`config.mk`:
```
export PLATFORM = sky130hd
export DESIGN_NAME = dwc_front
export DESIGN_NICKNAME = d
export VERILOG_FILES = /design/src/hdl/dwc_pkg.sv /design/src/hdl/dwc_front.sv
export SDC_FILE = /design/constraint.sdc
export NUM_CORES = 1
export LEC_CHECK = 0
export ABC_AREA = 1
export BUFFER_PORTS_ARGS = -buffer_cell sky130_fd_sc_hd__buf_2
export CORE_MARGIN = 5
export CORE_UTILIZATION = 36
export DETAILED_ROUTE_END_ITERATION = 10
export PLACE_DENSITY = 0.85
export SETUP_SLACK_MARGIN = 0.2
export SLEW_MARGIN = 20
export SYNTH_ARGS = -nofsm -noshare
export SYNTH_HDL_FRONTEND = slang
export SYNTH_SLANG_ARGS = --single-unit
export TNS_END_PERCENT = 10
```
`constraint.sdc`:
```
create_clock -name clk -period 1.9 [get_ports clk]
set_clock_uncertainty 0.15 [all_clocks]
set_input_delay 0.38 -clock clk [delete_from_list [all_inputs] [get_ports clk]]
set_output_delay 0.38 -clock clk [all_outputs]
set_load 0.01 [all_outputs]
```
`src/hdl/dwc_pkg.sv`:
```
// shared types and constants of the depthwise convolution block
package dwc_pkg;

  localparam int MAX_DIM_DEF    = 32;
  localparam int MAX_KERNEL_DEF = 5;
  localparam int QUEUE_DEPTH    = 2;

  localparam int ROW_W  = 5;
  localparam int DATA_W = 16;
  localparam int CFG_W  = 6;
  localparam int IDX_W  = 2;

  localparam logic [1:0] FUNC_LOAD_PIX = 2'd0;
  localparam logic [1:0] FUNC_LOAD_WT  = 2'd1;
  localparam logic [1:0] FUNC_COMPUTE  = 2'd2;

  localparam logic [IDX_W-1:0] REG_HEIGHT = 2'd0;
  localparam logic [IDX_W-1:0] REG_WIDTH  = 2'd1;
  localparam logic [IDX_W-1:0] REG_KERNEL = 2'd2;
  localparam logic [IDX_W-1:0] REG_STRIDE = 2'd3;

  typedef enum logic [1:0] {
    KIND_PIX,
    KIND_WT,
    KIND_CONV,
    KIND_ERR
  } kind_t;

  typedef struct packed {
    kind_t              kind;
    logic [ROW_W-1:0]   row;
    logic [ROW_W-1:0]   col;
    logic [DATA_W-1:0]  data;
  } entry_t;

  typedef struct packed {
    logic [5:0] h;
    logic [5:0] w;
    logic [2:0] k;
    logic [2:0] s;
    logic [1:0] pad;
    logic [6:0] oh;
    logic [6:0] ow;
  } geom_t;

endpackage

```
`src/hdl/dwc_front.sv`:
```
// front end: accepts input transfers, classifies them and feeds the queue
module dwc_front #(
  parameter int MAX_DIM    = dwc_pkg::MAX_DIM_DEF,
  parameter int MAX_KERNEL = dwc_pkg::MAX_KERNEL_DEF
) (
  input  logic                        clk,
  input  logic                        rst,
  input  dwc_pkg::geom_t              geo,
  input  logic                        in_valid,
  output logic                        in_ready,
  input  logic [1:0]                  in_func,
  input  logic [dwc_pkg::ROW_W-1:0]   in_row,
  input  logic [dwc_pkg::ROW_W-1:0]   in_col,
  input  logic [dwc_pkg::DATA_W-1:0]  in_data,
  output logic                        push_valid,
  input  logic                        push_ready,
  output dwc_pkg::entry_t             push_entry
);

  logic            fvalid;
  dwc_pkg::entry_t fentry;
  logic            keep;
  dwc_pkg::kind_t  kind;

  always_comb begin
    keep = 1'b0;
    kind = dwc_pkg::KIND_PIX;
    case (in_func)
      dwc_pkg::FUNC_LOAD_PIX: begin
        kind = dwc_pkg::KIND_PIX;
        keep = (32'(in_row) < MAX_DIM) && (32'(in_col) < MAX_DIM);
      end
      dwc_pkg::FUNC_LOAD_WT: begin
        kind = dwc_pkg::KIND_WT;
        keep = (32'(in_row) < MAX_KERNEL) && (32'(in_col) < MAX_KERNEL);
      end
      dwc_pkg::FUNC_COMPUTE: begin
        keep = 1'b1;
        if ((7'(in_row) >= geo.oh) || (7'(in_col) >= geo.ow)) begin
          kind = dwc_pkg::KIND_ERR;
        end else begin
          kind = dwc_pkg::KIND_CONV;
        end
      end
      default: begin
        keep = 1'b0;
        kind = dwc_pkg::KIND_PIX;
      end
    endcase
  end

  assign in_ready   = !fvalid || push_ready;
  assign push_valid = fvalid;
  assign push_entry = fentry;

  always_ff @(posedge clk) begin
    if (rst) begin
      fvalid <= 1'b0;
    end else begin
      if (in_valid && in_ready && keep) begin
        fvalid <= 1'b1;
      end else if (fvalid && push_ready) begin
        fvalid <= 1'b0;
      end
    end
  end

  always_ff @(posedge clk) begin
    if (in_valid && in_ready && keep) begin
      fentry.kind <= kind;
      fentry.row  <= in_row;
      fentry.col  <= in_col;
      fentry.data <= in_data;
    end
  end

endmodule

```
Word level (Yosys, flattened, before mapping)

Index checks and enable logic that the tools add are counted.

Memories: 0
Output and inout bits: 30
Flip-flop bits (word level): 29
ROM bits: 0
RAM bits: 0
Input port bits: 66
Logic and storage cells: 26
Latch bits: 0

Multiplexer cells: 5
Multipliers: 0
Bitwise gates (word level): 0
Shift-type cells: 0
$lt $le $gt $ge: 4
Add/sub/neg operators: 0
Reduce and logical (&&, ||, !) cells: 10
Divide/modulo/power cells: 0
Equal/unequal tests: 2

Operator list:

| cell                                                                          | count |
|---|---|
| 5-bit by 7-bit >= comparator with 1-bit output                                | 2 |
| 5-bit by 3-bit less-than comparator with 1-bit output (second input constant) | 2 |
| 1-bit logical AND                                                             | 4 |
| 2-bit one-hot mux with 2 select lines                                         | 1 |
| 1-bit two-way mux                                                             | 3 |
| 2-bit by 1-bit equality test with 1-bit output (second input constant)        | 1 |
| 2-bit equality test (second input constant)                                   | 1 |
| 2-bit zero test                                                               | 1 |
| 1-bit logical OR                                                              | 2 |
| 1-bit one-hot mux with 2 select lines                                         | 1 |
| 2-bit nonzero test                                                            | 1 |
| 2-bit OR reduction                                                            | 1 |
| 1-bit zero test                                                               | 1 |

Longest topological paths before layout

Depth in word-level cells: 5
Gate-level depth with buffers: 10

Least setup slack after synthesis

OpenSTA, ideal clock, no wires.

Path type: input-to-reg
From: in in_func[1]
To: reg fentry (netlist bit push_entry[0]) (enable)
Path slack: -0.113 ns
Data required time: 1.367 ns
Path buffers: 0
Data arrival time: 1.480 ns
Library setup time: 0.383 ns
Stages on the path: 8
Path through: inv_1 ha_1 inv_1 nor2_1 nand4_1 nand2_1 nand3_1 inv_1

Cells in the longest elaborated chain, start to end: 4
Elaborated cells on any way between the ends: 6
Classes of those cells: eq/ne (2); mux (1); reduce/logical (3)

RTL lines:

| item                                                          | line            | source |
|---|---|---|
| start: declaration                                            | dwc_front.sv:11 | `input logic [1:0] in_func,` |
| 2-bit equality test / 2-bit zero test (equally long branches) | dwc_front.sv:28 | `case (in_func)` |
| 2-bit OR reduction (no source line)                           | -               |  |
| 1-bit one-hot mux with 2 select lines *                       | dwc_front.sv:28 |  |
| 1-bit logical AND *                                           | dwc_front.sv:69 | `if (in_valid && in_ready && keep) begin` |
| end: declaration                                              | dwc_front.sv:21 | `dwc_pkg::entry_t fentry;` |

Every way passes the cells marked *; elsewhere a longest branch is shown, timed or not.
A chain may end at the register's enable or synchronous reset.

Worst setup path after layout

From: in in_func[1]
To: reg fentry (netlist bit push_entry[13]) (enable)

Same word-level chain as after synthesis.

==> impl_metrics.toml <==
[outcome]
outcome = "completed"

[route]
wl_um = 2840
post-route-drc-count = 0
via_count = 1036
wl_per_cell_um = 12.1
first_pass_iters = 4
vias_per_cell = 4.43
antenna_left = 0
drt_iter0_markers = 24

[sta]
rsz0062_at_grt = "no"
hold_viol_final = 0
worst_pin_slew_ns = 0.204
min_period_ns = 1.55
slew_viol_final = 0
tns_ns = 0
fin_crit_sh = 0.814
setup_violations = 0
slew_headroom = 0.863
fmax_mhz = 647
hold_slack_ns = 0.0514

[final_layout]
antenna_cells = 0
stdcell_count = 234
drive_above_1_share = 0.495
final_nets = 267
syn_to_final_growth_pct = 43.1
stdcell_area_mm2 = 0.00186

[cts]
cts_tree = "done"
clk_pin_slew_ns = 0.08
clk_latency_ns = 0.32
hold_buffers = 0
cts.sinks = 29
htree_levels = 2
clockBufferDepth = 2
post_cts_buffers = 0
cts_root_buf = "clkbuf_4"
post_cts_resize_count = 0
cts_buffers = 5

[worst_setup_path]
slowest_delay_ns = 0.16
critPathLaunchType = "input pin"
critical_path_class = "in -> reg"
worst-r2r-setup-slack_ns = 0.54
crit_path_max_fanout = 19
crit_required_ns = 1.79
slowest_stage = "buf_2"
worst_setup_path_end_kind = "flop"
crit_arrival_ns = 1.43
crit_chain = "buf_2 -> inv_12 -> ha_4 -> inv_2 -> nor2_1 -> nand4_1 -> nand2_1 -> nand3_2 -> clkinvlp_4 -> buf_12"

[synthesis]
synth.net_count = 183
yosys.area_share.xor_xnor = 0
syn_avg_cell_area_um2 = 12.6
synth_top_area_frac = 0.646
synth_top_family_by_area = "adder cells"
yosysSeqAreaShare = 0.662
synthAdderAreaFrac = 0.135
synthMuxAreaShare = 0
ys_warn_count = 0
yosys.area_share.simple = 0.115
syn_inst = 103
netlist_area_mm2 = 0.00130
ys_seq_elements = 29
synth_area_leader_cell = "edfxtp_1"
synthTopCellsByArea = "edfxtp_1 (65%), ha_1 (13%), inv_1 (5.5%)"
synth_compound_area_frac = 0.0337
ys_types = 16

[global_route]
gr-total-overflow = 0
grt_antenna_before_repair = 0
grt_pass1_vias = 980
grt_pass1_wl_um = 4340
grt_usage = 0.118
grt_max_degree = 20

[pwr]
vdd_ir_drop_max_mv = 0.195
totalPowerFinal_mw = 1.27
leakage_nw = 0.901
powerDensity_mw_per_mm2 = 680

[hold_path]
hp-class = "in -> reg"

[floorplan]
start_util = 0.381
rows = 21
io-pin-count = 96
dieHeight_um = 70.1
core_mm2 = 0.00342
fp.dieW_um = 70.1
die_area_mm2 = 0.00492

[place]
placed_cell_area_mm2 = 0.00181
dp_cells = 226
hpwl_um = 2480
io_buffers = 75
gp_congestion = 0.725

[flow_run]
drv_cap = 0
-- cells by family (layout without fill, tap and decap cells) --
| logic type | count (synthesis) | after routing |
|---|---|---|
| buffers and inverters | 19 | 104 |
| adder cells (fa/ha/maj) | 14 | 14 |
| AND/OR/NAND/NOR | 34 | 34 |
| AO/OA/AOI/OAI | 7 | 7 |
| flip-flops | 29 | 29 |
-- cells in the final DEF (no fill, tap or decap), types with 5 or more instances in the layout --
cell,Yosys,routed
buf_2,0,75
edfxtp_1,28,28
nand2_1,17,17
inv_1,19,16
ha_1,14,12
nor2_1,5,5
nand3_1,6,5
clkbuf_4,0,5
-- cell type report --
type                       instances  area [um^2]
fill                             295         1550
sequential                        29          861
timing repair buffer              77          415
multi-input combinational         55          389
inverter                          19         87.6
tap                               46         57.6
clock buffer                       6         41.3
clock inverter                     2         10.0
-- worst paths after layout --
path	from	end	cells after the start
hold reg to reg	push_valid	push_valid	2
setup reg to reg	push_valid	push_entry[13]	5
setup / recovery	in_func[1]	push_entry[13]	10
hold / removal	rst	push_valid	2
-- power by group --
group	internal [mW]	switching, mW
Sequential	0.732	0.00543
Clock	0.140	0.195
Combinational	0.0914	0.101
Total	0.964	0.302
-- layer usage --
metal | up-vias | global-route usage | wire length (um)
met1 | 451 | 0.124 | 1110
met3 | 6 | 0.0473 | 304
li1 | 516 | - | -
met2 | 63 | 0.196 | 1360
met4 | 0 | 0.0702 | 63
met5 | - | 0 | 0
-- metrics by stage --
| stage | util | setup slack, ns |
|---|---|---|
| floorplan | - | 0.177 |
| finish | 0.545 | 0.354 |
| CTS | 0.545 | 0.364 |
| detailed placement | 0.530 | 0.00926 |
| global placement | 0.530 | 0.0288 |
| global route | 0.545 | 0.274 |
-- worst max-delay path, delay by kind of cell --
| family | cells | cell delay, ns |
|---|---|---|
| adder cells (fa/ha/maj) | 1 | 0.12 |
| buffers and inverters | 5 | 0.54 |
| AND/OR/NAND/NOR | 4 | 0.38 |
-- synthesized netlist by cell type (all sizes together) --
cell,n
o21ai,2
nand3b,1
dfxtp,1
nor2,7
nand4,1
inv,19
and2,1
nor3,1
edfxtp,28
nand3,6
nand2,17
ha,14
o21bai,2
a21oi,3
-- state kept, by name, summed over array words and instances (netlist names) --
| register | flops |
|---|---|
| push_entry | 28 |
| push_valid | 1 |
Power figures use the tool's default switching activity.
