$ cat config.mk
export PLATFORM = sky130hd
export DESIGN_NAME = dwc_queue
export DESIGN_NICKNAME = d
export VERILOG_FILES = /design/src/hdl/dwc_pkg.sv /design/src/hdl/dwc_queue.sv
export SDC_FILE = /design/constraint.sdc
export NUM_CORES = 1
export LEC_CHECK = 0
export BUFFER_PORTS_ARGS = -buffer_cell sky130_fd_sc_hd__buf_2
export CAP_MARGIN = 5
export CORE_ASPECT_RATIO = 0.75
export CORE_MARGIN = 2
export CORE_UTILIZATION = 33
export DETAILED_ROUTE_END_ITERATION = 16
export PLACE_DENSITY_LB_ADDON = 0.2
export SLEW_MARGIN = 40
export SYNTH_ARGS = -nofsm -noshare
export SYNTH_HDL_FRONTEND = slang
export SYNTH_SLANG_ARGS = --single-unit
$ cat constraint.sdc
create_clock -name clk -period 3.7 [get_ports clk]
set_clock_uncertainty 0.15 [all_clocks]
set_input_delay 0.185 -clock clk [delete_from_list [all_inputs] [get_ports clk]]
set_output_delay 0.185 -clock clk [all_outputs]
set_load 0.01 [all_outputs]
$ cat src/hdl/dwc_pkg.sv
// shared types and constants of the depthwise convolution block
package dwc_pkg;

  localparam int MAX_DIM_DEF    = 32;
  localparam int MAX_KERNEL_DEF = 5;
  localparam int QUEUE_DEPTH    = 2;

  localparam int ROW_W  = 5;
  localparam int DATA_W = 16;
  localparam int CFG_W  = 6;
  localparam int IDX_W  = 2;

  localparam logic [1:0] FUNC_LOAD_PIX = 2'd0;
  localparam logic [1:0] FUNC_LOAD_WT  = 2'd1;
  localparam logic [1:0] FUNC_COMPUTE  = 2'd2;

  localparam logic [IDX_W-1:0] REG_HEIGHT = 2'd0;
  localparam logic [IDX_W-1:0] REG_WIDTH  = 2'd1;
  localparam logic [IDX_W-1:0] REG_KERNEL = 2'd2;
  localparam logic [IDX_W-1:0] REG_STRIDE = 2'd3;

  typedef enum logic [1:0] {
    KIND_PIX,
    KIND_WT,
    KIND_CONV,
    KIND_ERR
  } kind_t;

  typedef struct packed {
    kind_t              kind;
    logic [ROW_W-1:0]   row;
    logic [ROW_W-1:0]   col;
    logic [DATA_W-1:0]  data;
  } entry_t;

  typedef struct packed {
    logic [5:0] h;
    logic [5:0] w;
    logic [2:0] k;
    logic [2:0] s;
    logic [1:0] pad;
    logic [6:0] oh;
    logic [6:0] ow;
  } geom_t;

endpackage

$ cat src/hdl/dwc_queue.sv
// short queue between front end and compute engine
module dwc_queue (
  input  logic            clk,
  input  logic            rst,
  input  logic            push_valid,
  output logic            push_ready,
  input  dwc_pkg::entry_t push_entry,
  output logic            pop_valid,
  input  logic            pop,
  output dwc_pkg::entry_t pop_entry
);

  localparam int PTR_W = (dwc_pkg::QUEUE_DEPTH > 1) ? $clog2(dwc_pkg::QUEUE_DEPTH) : 1;
  localparam int CNT_W = $clog2(dwc_pkg::QUEUE_DEPTH + 1);

  dwc_pkg::entry_t  slots [dwc_pkg::QUEUE_DEPTH];
  logic [PTR_W-1:0] wptr;
  logic [PTR_W-1:0] rptr;
  logic [CNT_W-1:0] count;
  logic             do_push;
  logic             do_pop;

  assign push_ready = (32'(count) != dwc_pkg::QUEUE_DEPTH);
  assign pop_valid  = (count != '0);
  assign pop_entry  = slots[rptr];
  assign do_push    = push_valid && push_ready;
  assign do_pop     = pop && pop_valid;

  always_ff @(posedge clk) begin
    if (rst) begin
      wptr  <= '0;
      rptr  <= '0;
      count <= '0;
    end else begin
      if (do_push) begin
        wptr <= (32'(wptr) == dwc_pkg::QUEUE_DEPTH - 1) ? '0 : wptr + 1'b1;
      end
      if (do_pop) begin
        rptr <= (32'(rptr) == dwc_pkg::QUEUE_DEPTH - 1) ? '0 : rptr + 1'b1;
      end
      if (do_push && !do_pop) begin
        count <= count + 1'b1;
      end else if (do_pop && !do_push) begin
        count <= count - 1'b1;
      end
    end
  end

  always_ff @(posedge clk) begin
    if (do_push) begin
      slots[wptr] <= push_entry;
    end
  end

  assert property (@(posedge clk) disable iff (rst)
    (32'(count) == dwc_pkg::QUEUE_DEPTH) && !do_pop |=> 32'(count) == dwc_pkg::QUEUE_DEPTH)
    else $error("queue lost an entry while full");

  assert property (@(posedge clk) disable iff (rst)
    (count == '0) |-> !do_pop)
    else $error("pop from empty queue");

  assert property (@(posedge clk) disable iff (rst)
    do_push && !do_pop |=> count == $past(count) + 1'b1)
    else $error("queue count out of step with pushes");

endmodule

Word level (Yosys, flattened, before mapping):

Memories as Yosys holds them, arrays and structs flattened. A register that Yosys moved wholly into a read port is not among the register bits.
Index checks and enable logic that the tools add are counted.

* input port bits: 32
* memories kept: 1
* RAM bits: 56
* register bits: 4

Memory list
* slots: depth 2, bits a word 28, read ports 1, clocked after Yosys merged registers in 1, wr ports 1, line dwc_queue.sv:16 `dwc_pkg::entry_t slots [dwc_pkg::QUEUE_DEPTH];`

* reduce and logical (&&, ||, !) cells: 8
* $add $sub $neg: 4
* eq/ne operators: 1
* multiplexer cells: 8

Operators by type and width (number)
* 1-bit two-way mux: 6
* 1-bit logical AND: 4
* 2-bit two-way mux: 2
* 2-bit nonzero test: 2
* 1-bit adder (second input constant): 2
* 2-bit by 1-bit adder with 2-bit output (second input constant): 1
* 1-bit zero test: 2
* 2-bit != test (second input constant): 1
* 2-bit by 1-bit subtractor with 2-bit output (second input constant): 1

Longest topological paths before layout:

Gate-level depths: netlist of the first run.

* word-level depth: 6
* gate-level depth with buffers: 6

Least setup slack after synthesis of the first run:

No wires, ideal clock.

* kind: flip-flop to flip-flop
* start: register count[0]
* end: memory slots[1][0] in the netlist's numbering (enable)
* setup time: 0.388 ns
* required time: 3.162 ns
* arrival time: 1.381 ns
* cell stages (with the launch flop): 3
* setup slack: 1.781 ns
* cells stage by stage: dfxtp_1 > nand2b_1 > and3_1

* longest elaborated chain between the ends: 4

Ends and longest elaborated chain
* start, declared: line dwc_queue.sv:19 `logic [CNT_W-1:0] count;`
* start signal, assigned: line dwc_queue.sv:42 `count <= count + 1'b1;`
* start signal, assigned: line dwc_queue.sv:44 `count <= count - 1'b1;`
* 2-bit != test: line dwc_queue.sv:23 `assign push_ready = (32'(count) != dwc_pkg::QUEUE_DEPTH);`
* via push_ready: line dwc_queue.sv:6 `output logic push_ready,`
* 1-bit logical AND: line dwc_queue.sv:26 `assign do_push = push_valid && push_ready;`
* 1-bit two-way mux: line dwc_queue.sv:50 `if (do_push) begin`
* 1-bit two-way mux (implied by the code): line dwc_queue.sv:51 `slots[wptr] <= push_entry;`
* end, declared: line dwc_queue.sv:16

The timed path passes the listed nets, and every way through them passes these cells.

==> impl_metrics.toml, run 1 <==
[critical_path]
arrival_ps = 1920
crit_type = "flip-flop to primary output"
cp-start-kind = "flip-flop"
worstPathMaxFanout = 15
worstSetupEndpointType = "primary output"
rrSetupSlack_ps = 1900
crit_required_ps = 3370

[die]
dieArea_sq_mm = 0.00747
die_h_um = 75.3
start_util_pct = 34.8
core_sq_mm = 0.00644
io_pins = 62
die_x_um = 99.1
row_count = 25

[clock_tree]
cts.sinks = 61
numCtsBuffers = 9
h-tree-depth = 3
post_cts_resized = 0
cts_tree = "yes"
clk_pin_slew_worst_paths_ps = 60
insertion_delay_ps = 320
cts_max_path_buffers = 2
root_buffer = "clkbuf_8"

[global_route]
grt_pass1_vias = 1381
grt_max_degree = 29
grt_pass1_wl_um = 6280
grt_antenna_before_repair = 0
gr-total-overflow = 0
grtUsageTotal_pct = 11.7

[sta]
clock.fmax_ghz = 0.444
finalMaxSlewViolations = 0
rsz0062_at_grt = "false"
min_period_over_period_pct = 60.9
max-slew-margin-rel_pct = 56.9
hold_violations = 0
worst_slew_pin_slew_ps = 646
setup_viol = 0
tns_ps = 0
fin_crit_ps = 2250

[synthesis]
avgSynthCellArea_sq_um = 20.2
ys.warnings.count = 0
yosysTopAreaCellShare_pct = 75.1
synth.area.top_cells = "edfxtp_1, mux2_2, dfxtp_1"
synth_cells = 111
synth_cell_types = 18
yosys.area.top_type = "edfxtp_1"
ys_ff_latch = 61
synth-seq-area-share_pct = 79.6
syn_nets = 144
netlist_area_sq_mm = 0.00224

[power_and_ir_drop]
leakagePower_uw = 0.00118
ir_drop_mv = 0.264
p_total_uw = 1850
powerDensity_mw_per_mm2 = 600

[drt]
viasPerCell = 4.30
num_vias = 1277
wl_um = 4080
wl_per_cell_um = 13.8
drtAntennaViolNets = 0
drc = 0
drt_iter0_markers = 27
firstDrtPassIters = 4

[worst_hold_path]
hold_class = "input pin to flip-flop"

[layout]
antennaDiodeCount = 0
final_nets = 244
syn2layout_area_growth_pct = 37.9
drive_above_1_share_pct = 49.5

[run]
drv_cap = 0

[placement]
gp_congestion = 0.766
hpwl_um = 2590
io_buffers = 61

[outcome]
status = "complete, no violations"
-- per-stage QoR --
step                std cells  worst slack [ps]  hold slack [ps]  area, sq um  utilization, %
global route              297              1280             47.5         3090            47.9
finish                    297              1450             42.4         3090            47.9
CTS                       297              1360             23.0         3090            47.9
detailed placement        252              1740              229         2640            41.0
global placement          252              1680              223         2640            41.0
floorplan                 111              1780              104         2240               -
-- area by class of cell --
cell class | instances | area [sq um]
well taps | 81 | 101
repair buffers | 92 | 611
clock inverters | 6 | 30.0
inverters | 1 | 3.75
multi-input cells | 46 | 434
clock buffers | 10 | 128
fillers | 561 | 3350
flip-flops and latches | 61 | 1780
-- Yosys cell counts --
| master | number |
|---|---|
| and3_1 | 1 |
| xor2_1 | 3 |
| nand3b_1 | 1 |
| buf_4 | 2 |
| dfxtp_1 | 5 |
| a21bo_2 | 1 |
| buf_2 | 1 |
| or2_2 | 1 |
| edfxtp_1 | 56 |
| nor2_1 | 3 |
| mux2_2 | 28 |
| inv_1 | 1 |
| nand2b_1 | 1 |
| or3_1 | 1 |
| and2_1 | 1 |
| a21oi_1 | 2 |
| o21ai_0 | 2 |
| ha_1 | 1 |
-- state kept, by name, summed over array words and instances, names as in the netlist, named ones only --
signal and count:
rptr 1, count 2, slots 56, wptr 1
-- where the power goes --
part | switching (uW) | leakage (uW) | internal (uW)
clock | 225 | 0.0000809 | 234
sequential | 50.5 | 0.000564 | 865
combinational | 235 | 0.000533 | 242
total | 511 | 0.00118 | 1340
-- placed cells by master, fill, tap and decap left out --
cell type and count:
nand3b_1 1, dfxtp_1 5, ha_1 1, inv_2 1, nor2_1 3, clkinv_1 2, a21bo_2 1, clkbuf_8 9
o21ai_0 2, xor2_1 3, or3_1 1, mux2_2 28, and3_1 1, and2_1 1, a21oi_1 2, or2_2 1
dlygate4sd3_1 29, buf_2 61, clkbuf_1 1, clkinvlp_4 1, edfxtp_1 56, nand2b_1 1, clkinv_2 3, buf_4 2
-- layer usage --
layer  global-route usage (%)  part of all wire, %
met1                     12.0                   43
met2                     21.2                   49
met3                     5.50                  6.9
met4                     5.02                  1.7
met5                        0                    0
-- worst max-delay path: stages (launching register included) --
cell and delay (ps):
dfxtp_1 730, buf_4 350, mux2_2 370, buf_2 140
-- kinds of logic after synthesis --
family                   count (synthesis)  share of synthesized area, %
flip-flops                              61                          79.6
XOR/XNOR                                 3                          1.17
adder cells (fa/ha/maj)                  1                         0.559
AND/OR/NAND/NOR                          9                          2.24
AO/OA/AOI/OAI                            5                          1.34
buffers and inverters                    4                          1.06
multiplexers                            28                          14.1
-- what timing repair did --
item                                    CTS  global route
endpoints found under the setup margin    0             0
hold endpoints to repair                 61             0
setup buffers                             0             0
hold buffers                             29             0
-- worst paths after layout --
kind,from,endpoint,cells past startpoint
max,flip-flop,pop_entry[7],3
min,push_valid,wptr,3
max reg2reg,count[0],count[1],5
min reg2reg,rptr,rptr,2
No activity file was read; power rests on OpenSTA's default activity.
==> run 2: changes to the inputs <==
--- a/config.mk
+++ b/config.mk
@@ -5,6 +5,7 @@
 export SDC_FILE = /design/constraint.sdc
 export NUM_CORES = 1
 export LEC_CHECK = 0
+export ABC_AREA = 1
 export BUFFER_PORTS_ARGS = -buffer_cell sky130_fd_sc_hd__buf_2
 export CAP_MARGIN = 5
 export CORE_ASPECT_RATIO = 0.75
==> constraint.sdc (replaced) <==
create_clock -name clk -period 2.3 [get_ports clk]
set_clock_uncertainty 0.15 [all_clocks]
set_input_delay 0.115 -clock clk [delete_from_list [all_inputs] [get_ports clk]]
set_output_delay 0.115 -clock clk [all_outputs]
set_load 0.01 [all_outputs]
==> run 2 against run 1 <==
Highest routed layer unchanged. Clock power up 110%. Count of clock-buffer cells in the layout down 1. Global-route usage up 0.13 points.
==> impl_metrics.toml, run 2 <==
[worst_hold_path]
hold_end = "wptr"
hold_class = "input pin to flip-flop"
worstHoldPathCells = 5
min_from = "push_valid"

[clock_tree]
cts_hold_buffers = 30
cts.sinks = 61
numCtsBuffers = 9
post_cts_resized = 0
cts_tree = "yes"
postCtsSetupRepairBufs = 0
insertion_delay_ps = 330
cts_max_path_buffers = 2
h-tree-depth = 3
root_buffer = "clkbuf_8"
clk_pin_slew_worst_paths_ps = 70

[sta]
fin_crit_ps = 1720
max-slew-margin-rel_pct = 81.1
rsz0062_at_grt = "false"
clock.fmax_ghz = 0.582
worst_slew_pin_slew_ps = 284
worst_slack_ps = 581
setup_viol = 0
hold_violations = 0
finalMaxSlewViolations = 0
min_period_over_period_pct = 74.7

[die]
die_x_um = 102
core_sq_mm = 0.00686
start_util_pct = 34.4
row_count = 26
io_pins = 62
dieArea_sq_mm = 0.00786
die_h_um = 77.3

[synthesis]
async_flop_share_pct = 0
syn_nets = 157
synth_cell_types = 14
synth_cells = 124
synth-seq-area-share_pct = 75.4
ys.warnings.count = 0
yosys.area.top_type = "edfxtp_1"
synth.area.top_cells = "edfxtp_1, mux2_4, dfxtp_1"
synth_most_common_cell = "edfxtp_1"
avgSynthCellArea_sq_um = 19.1
synthFlopType = "edfxtp_1"
yosysTopAreaCellShare_pct = 71.2
netlist_area_sq_mm = 0.00236
synth_edf_count = 56
netlist_top_cells_count = "edfxtp_1, mux2_4, nand2_1, inv_1, mux2_2"
ys_ff_latch = 61

[critical_path]
r2r_start = "count[0]"
path_cells = "buf_4, mux2_2, buf_2"
cpPeakStageDelay_ps = 380
rrSetupSlack_ps = 590
crit_type = "flip-flop to primary output"
ff2ff_path_depth = 10
arrival_ps = 1450
r2r_end = "count[1]"
crit_required_ps = 2040
cp-start-kind = "flip-flop"
cpMaxStageDelayCell = "mux2_2"
worstSetupEndpointType = "primary output"
worstPathMaxFanout = 17

[power_and_ir_drop]
p_sw_share_pct = 26.5
ir_drop_mv = 0.453
leakagePower_uw = 0.00132
p_total_uw = 3310
p_switching_uw = 876
powerDensity_mw_per_mm2 = 1000
sequentialPowerShare_pct = 43.9
pwr-share-comb_pct = 26.7
power.share.clock_pct = 29.4
power.internal_uw = 2430

[layout]
final_nets = 262
top_regs = "slots (56), count (2)"
top_register = "slots"
mostFrequentLayoutCell = "buf_2"
mostFrequentLayoutCells = "buf_2, edfxtp_1, dlygate4sd3_1, mux2_4"
largest_reg_flops = 56
drive_above_1_share_pct = 47.2
final_cells = 331
syn2layout_area_growth_pct = 39.8
antennaDiodeCount = 0

[global_route]
grt_max_degree = 18
grt_pass1_wl_um = 6890
grt_pass1_vias = 1473
grtUsageTotal_pct = 11.9
gr-total-overflow = 0
grt_antenna_before_repair = 0

[drt]
drtAntennaViolNets = 0
drc = 0
drt_iter0_markers = 44
num_vias = 1384
firstDrtPassIters = 4
wl_per_cell_um = 12.7
viasPerCell = 4.18
wl_um = 4200

[placement]
gp_congestion = 0.627
hpwl_um = 2870
io_buffers = 61
dp_slack_ps = 606
dp.cells = 286

[outcome]
status = "complete, no violations"

[run]
drv_cap = 0
## run 2: per-stage QoR
stage / util (%) / TNS (ps) / hold WS, ps / area (sq um)
5_1_grt: 48.1 / 0 / 212 / 3300
3_5_place_dp: 40.8 / 0 / 156 / 2800
3_3_place_gp: 40.8 / 0 / 152 / 2800
4_1_cts: 48.1 / 0 / 144 / 3300
2_1_floorplan: - / -3540 / 63.9 / 2360
6_report: 48.1 / 0 / 158 / 3300
## run 2: worst max-delay path, delay by kind of cell (launching register included)
kind | cells | cell delay [ps]
buffers and inverters | 2 | 420
flip-flops | 1 | 330
multiplexers | 1 | 380
## run 2: area by class of cell
class | instances | area (sq um)
Inverter | 8 | 30.0
Fill cell | 621 | 3560
Clock inverter | 6 | 78.8
Sequential cell | 61 | 1780
Tap cell | 98 | 123
Multi-Input combinational cell | 52 | 514
Timing Repair Buffer | 97 | 651
Clock buffer | 9 | 124
## run 2: kinds of logic (layout without fill, tap and decap cells)
family,after synthesis,after routing,share of synthesized area [%]
mux,28,28,16.5
buf+inv,11,120,3.44
flops,61,61,75.4
simple gates,19,19,3.23
compound gates,4,4,0.847
fa+ha+maj,1,1,0.530
## run 2: power groups by stage
stage | logic (uW) | clock network [uW] | registers [uW]
after floorplan | 596 | 0 | 1470
after global placement | 836 | 0 | 1470
after detailed placement | 865 | 0 | 1480
after CTS | 906 | 1000 | 1460
after global routing | 973 | 1070 | 1470
final | 884 | 972 | 1450
## run 2: worst max-delay path by stage
| stage | from | depth (start not counted) | end | slack (ps) |
|---|---|---|---|---|
| after floorplan | count[0] | 4 | slots[1][0] | -60 |
| after global placement | count[0] | 10 | count[1] | 740 |
| after detailed placement | count[0] | 10 | count[1] | 610 |
| after CTS | flip-flop | 3 | pop_entry[8] | 540 |
| after global routing | count[0] | 10 | count[1] | 410 |
| final | flip-flop | 3 | pop_entry[8] | 580 |
## run 2: per-layer routing
layer	vias to the layer above	GRT usage (%)	share of wire [%]
li1	671	-	-
met1	656	13.6	42
met2	48	19.2	50
met3	9	5.29	6.9
met4	0	4.86	1.6
met5	-	0	0
==> run 3: changes to the inputs <==
==> constraint.sdc (replaced) <==
create_clock -name clk -period 1.7 [get_ports clk]
set_clock_uncertainty 0.15 [all_clocks]
set_input_delay 0.085 -clock clk [delete_from_list [all_inputs] [get_ports clk]]
set_output_delay 0.085 -clock clk [all_outputs]
set_load 0.01 [all_outputs]
==> run 3 against run 2 <==
Worst setup slack got worse by 480 ps. Via count fell by 1.0%. Sequential cell count did not move. Utilization down 0.60 points. Cell area decreased by 1.3%. Sequential power increased by 36%.
==> impl_metrics.toml, run 3 (same netlist as run 2, synthesis figures left out) <==
[layout]
mostFrequentLayoutCells = "buf_2, edfxtp_1, dlygate4sd3_1, mux2_4, clkbuf_8"
antennaDiodeCount = 0
top_register = "slots"
mostFrequentLayoutCell = "buf_2"
final_cells = 330
fin_area_sq_mm = 0.00326
drive_above_1_share_pct = 47.0
final_util_pct = 47.5
largest_reg_flops = 56
syn2layout_area_growth_pct = 38.1
final_nets = 261
top_regs = "slots (56), count (2)"
fillers = 611

[global_route]
grt_antenna_before_repair = 0
grt_use_met3_pct = 5.93
grt_pass1_vias = 1462
grt_use_met1_pct = 10.5
grt_max_degree = 29
gr-total-overflow = 0
use_met2_pct = 19.9
grtUsageTotal_pct = 11.3
top_usage_layer = "met2"
grt_pass1_wl_um = 6300

[critical_path]
cp-start-kind = "flip-flop"
worstSetupEndpointType = "primary output"
crit_required_ps = 1460
arrival_ps = 1360
crit_type = "flip-flop to primary output"
ff2ff_path_depth = 10
worstPathMaxFanout = 11

[clock_tree]
root_buffer = "clkbuf_8"
numCtsBuffers = 9
insertion_delay_ps = 320
h-tree-depth = 3
clk_pin_slew_worst_paths_ps = 60
cts.sinks = 61
cts_max_path_buffers = 2
cts_tree = "yes"

[run]
drv_cap = 0

[drt]
drc = 0
wl_per_cell_um = 12.7
drtAntennaViolNets = 0
viasPerCell = 4.15
wl_um = 4180
drt_iter0_markers = 27
firstDrtPassIters = 4
num_vias = 1370

[outcome]
status = "complete, no violations"

[die]
start_util_pct = 34.4
die_h_um = 77.3
io_pins = 62
core_sq_mm = 0.00686
row_count = 26
dieArea_sq_mm = 0.00786
die_x_um = 102

[sta]
max-slew-margin-rel_pct = 84.5
worst_slew_pin_slew_ps = 232
min_period_over_period_pct = 93.8
clock.fmax_ghz = 0.627
rsz0062_at_grt = "false"
fin_crit_ps = 1590
setup_viol = 0
finalMaxSlewViolations = 0
hold_violations = 0
fin_hold_ws_ps = 13.1

[power_and_ir_drop]
leakagePower_uw = 0.00130
p_sw_share_pct = 27.6
pwr-share-comb_pct = 29.4
ir_drop_mv = 0.504
power.share.clock_pct = 23.3
sequentialPowerShare_pct = 47.3
powerDensity_mw_per_mm2 = 1280
p_switching_uw = 1150
power.internal_uw = 3020
p_total_uw = 4170

[worst_hold_path]
worstHoldPathCells = 5
hold_class = "input pin to flip-flop"

[placement]
dp.cells = 284
gp_congestion = 0.703
hpwl_um = 2750
placed_area_sq_mm = 0.00280
io_buffers = 61
[run 3: cell types whose count changed in the layout (fill, tap and decap cells not counted), sizes merged]
cell,previous run,this run
buf,67,66
bufinv,2,0
clkbuf,9,11
clkinv,3,4
clkinvlp,1,0
[run 3: area by class of cell]
class	count	area [sq um]	area share (%)
clock buffer	11	131	4.03
clock inverter	4	16.3	0.499
inverter	8	30.0	0.921
multi-input combinational	52	507	15.5
sequential	61	1780	54.7
tap	98	123	3.76
timing repair buffer	96	672	20.6
[run 3: path summary, 6_finish.rpt]
path	slack [ps]	to	from
worst max-delay path	110	pop_entry[7]	flip-flop
worst min-delay path	10	wptr	push_valid
worst max register to register	150	count[1]	count[0]
worst min register to register	360	flip-flop	rptr
[run 3: worst max-delay path, stage by stage (launching register included)]
cell     delay, ps
dfxtp_2        330
buf_4          200
mux2_2         360
buf_2          140
[run 3: metal layers]
layer  routed length (um)  vias to the layer above
met5                    0                        -
met4                   40                        0
met3                  285                        4
met2                 2250                       48
met1                 1600                      648
li1                     -                      670
[run 3: power groups by stage]
stage               registers [uW]  clock network, uW  logic (uW)
floorplan                     1980                  0         812
global placement              1980                  0        1130
detailed placement            2000                  0        1180
CTS                           1970               1020        1240
global route                  1990               1090        1340
finish                        1970                973        1230
[run 3: repair_timing]
action	in CTS	in global routing
gates resized for setup	1	2
endpoints found under the setup margin	1	1
buffers inserted	0	1
pin swaps	0	1
hold buffers	30	0
hold endpoints to repair	61	0
[run 3: metrics by stage]
step | setup TNS [ps] | setup slack, ps
4_1_cts | 0 | 23.3
5_1_grt | 0 | 12.0
3_5_place_dp | 0 | 54.6
6_report | 0 | 106
3_3_place_gp | 0 | 219
2_1_floorplan | -12370 | -221
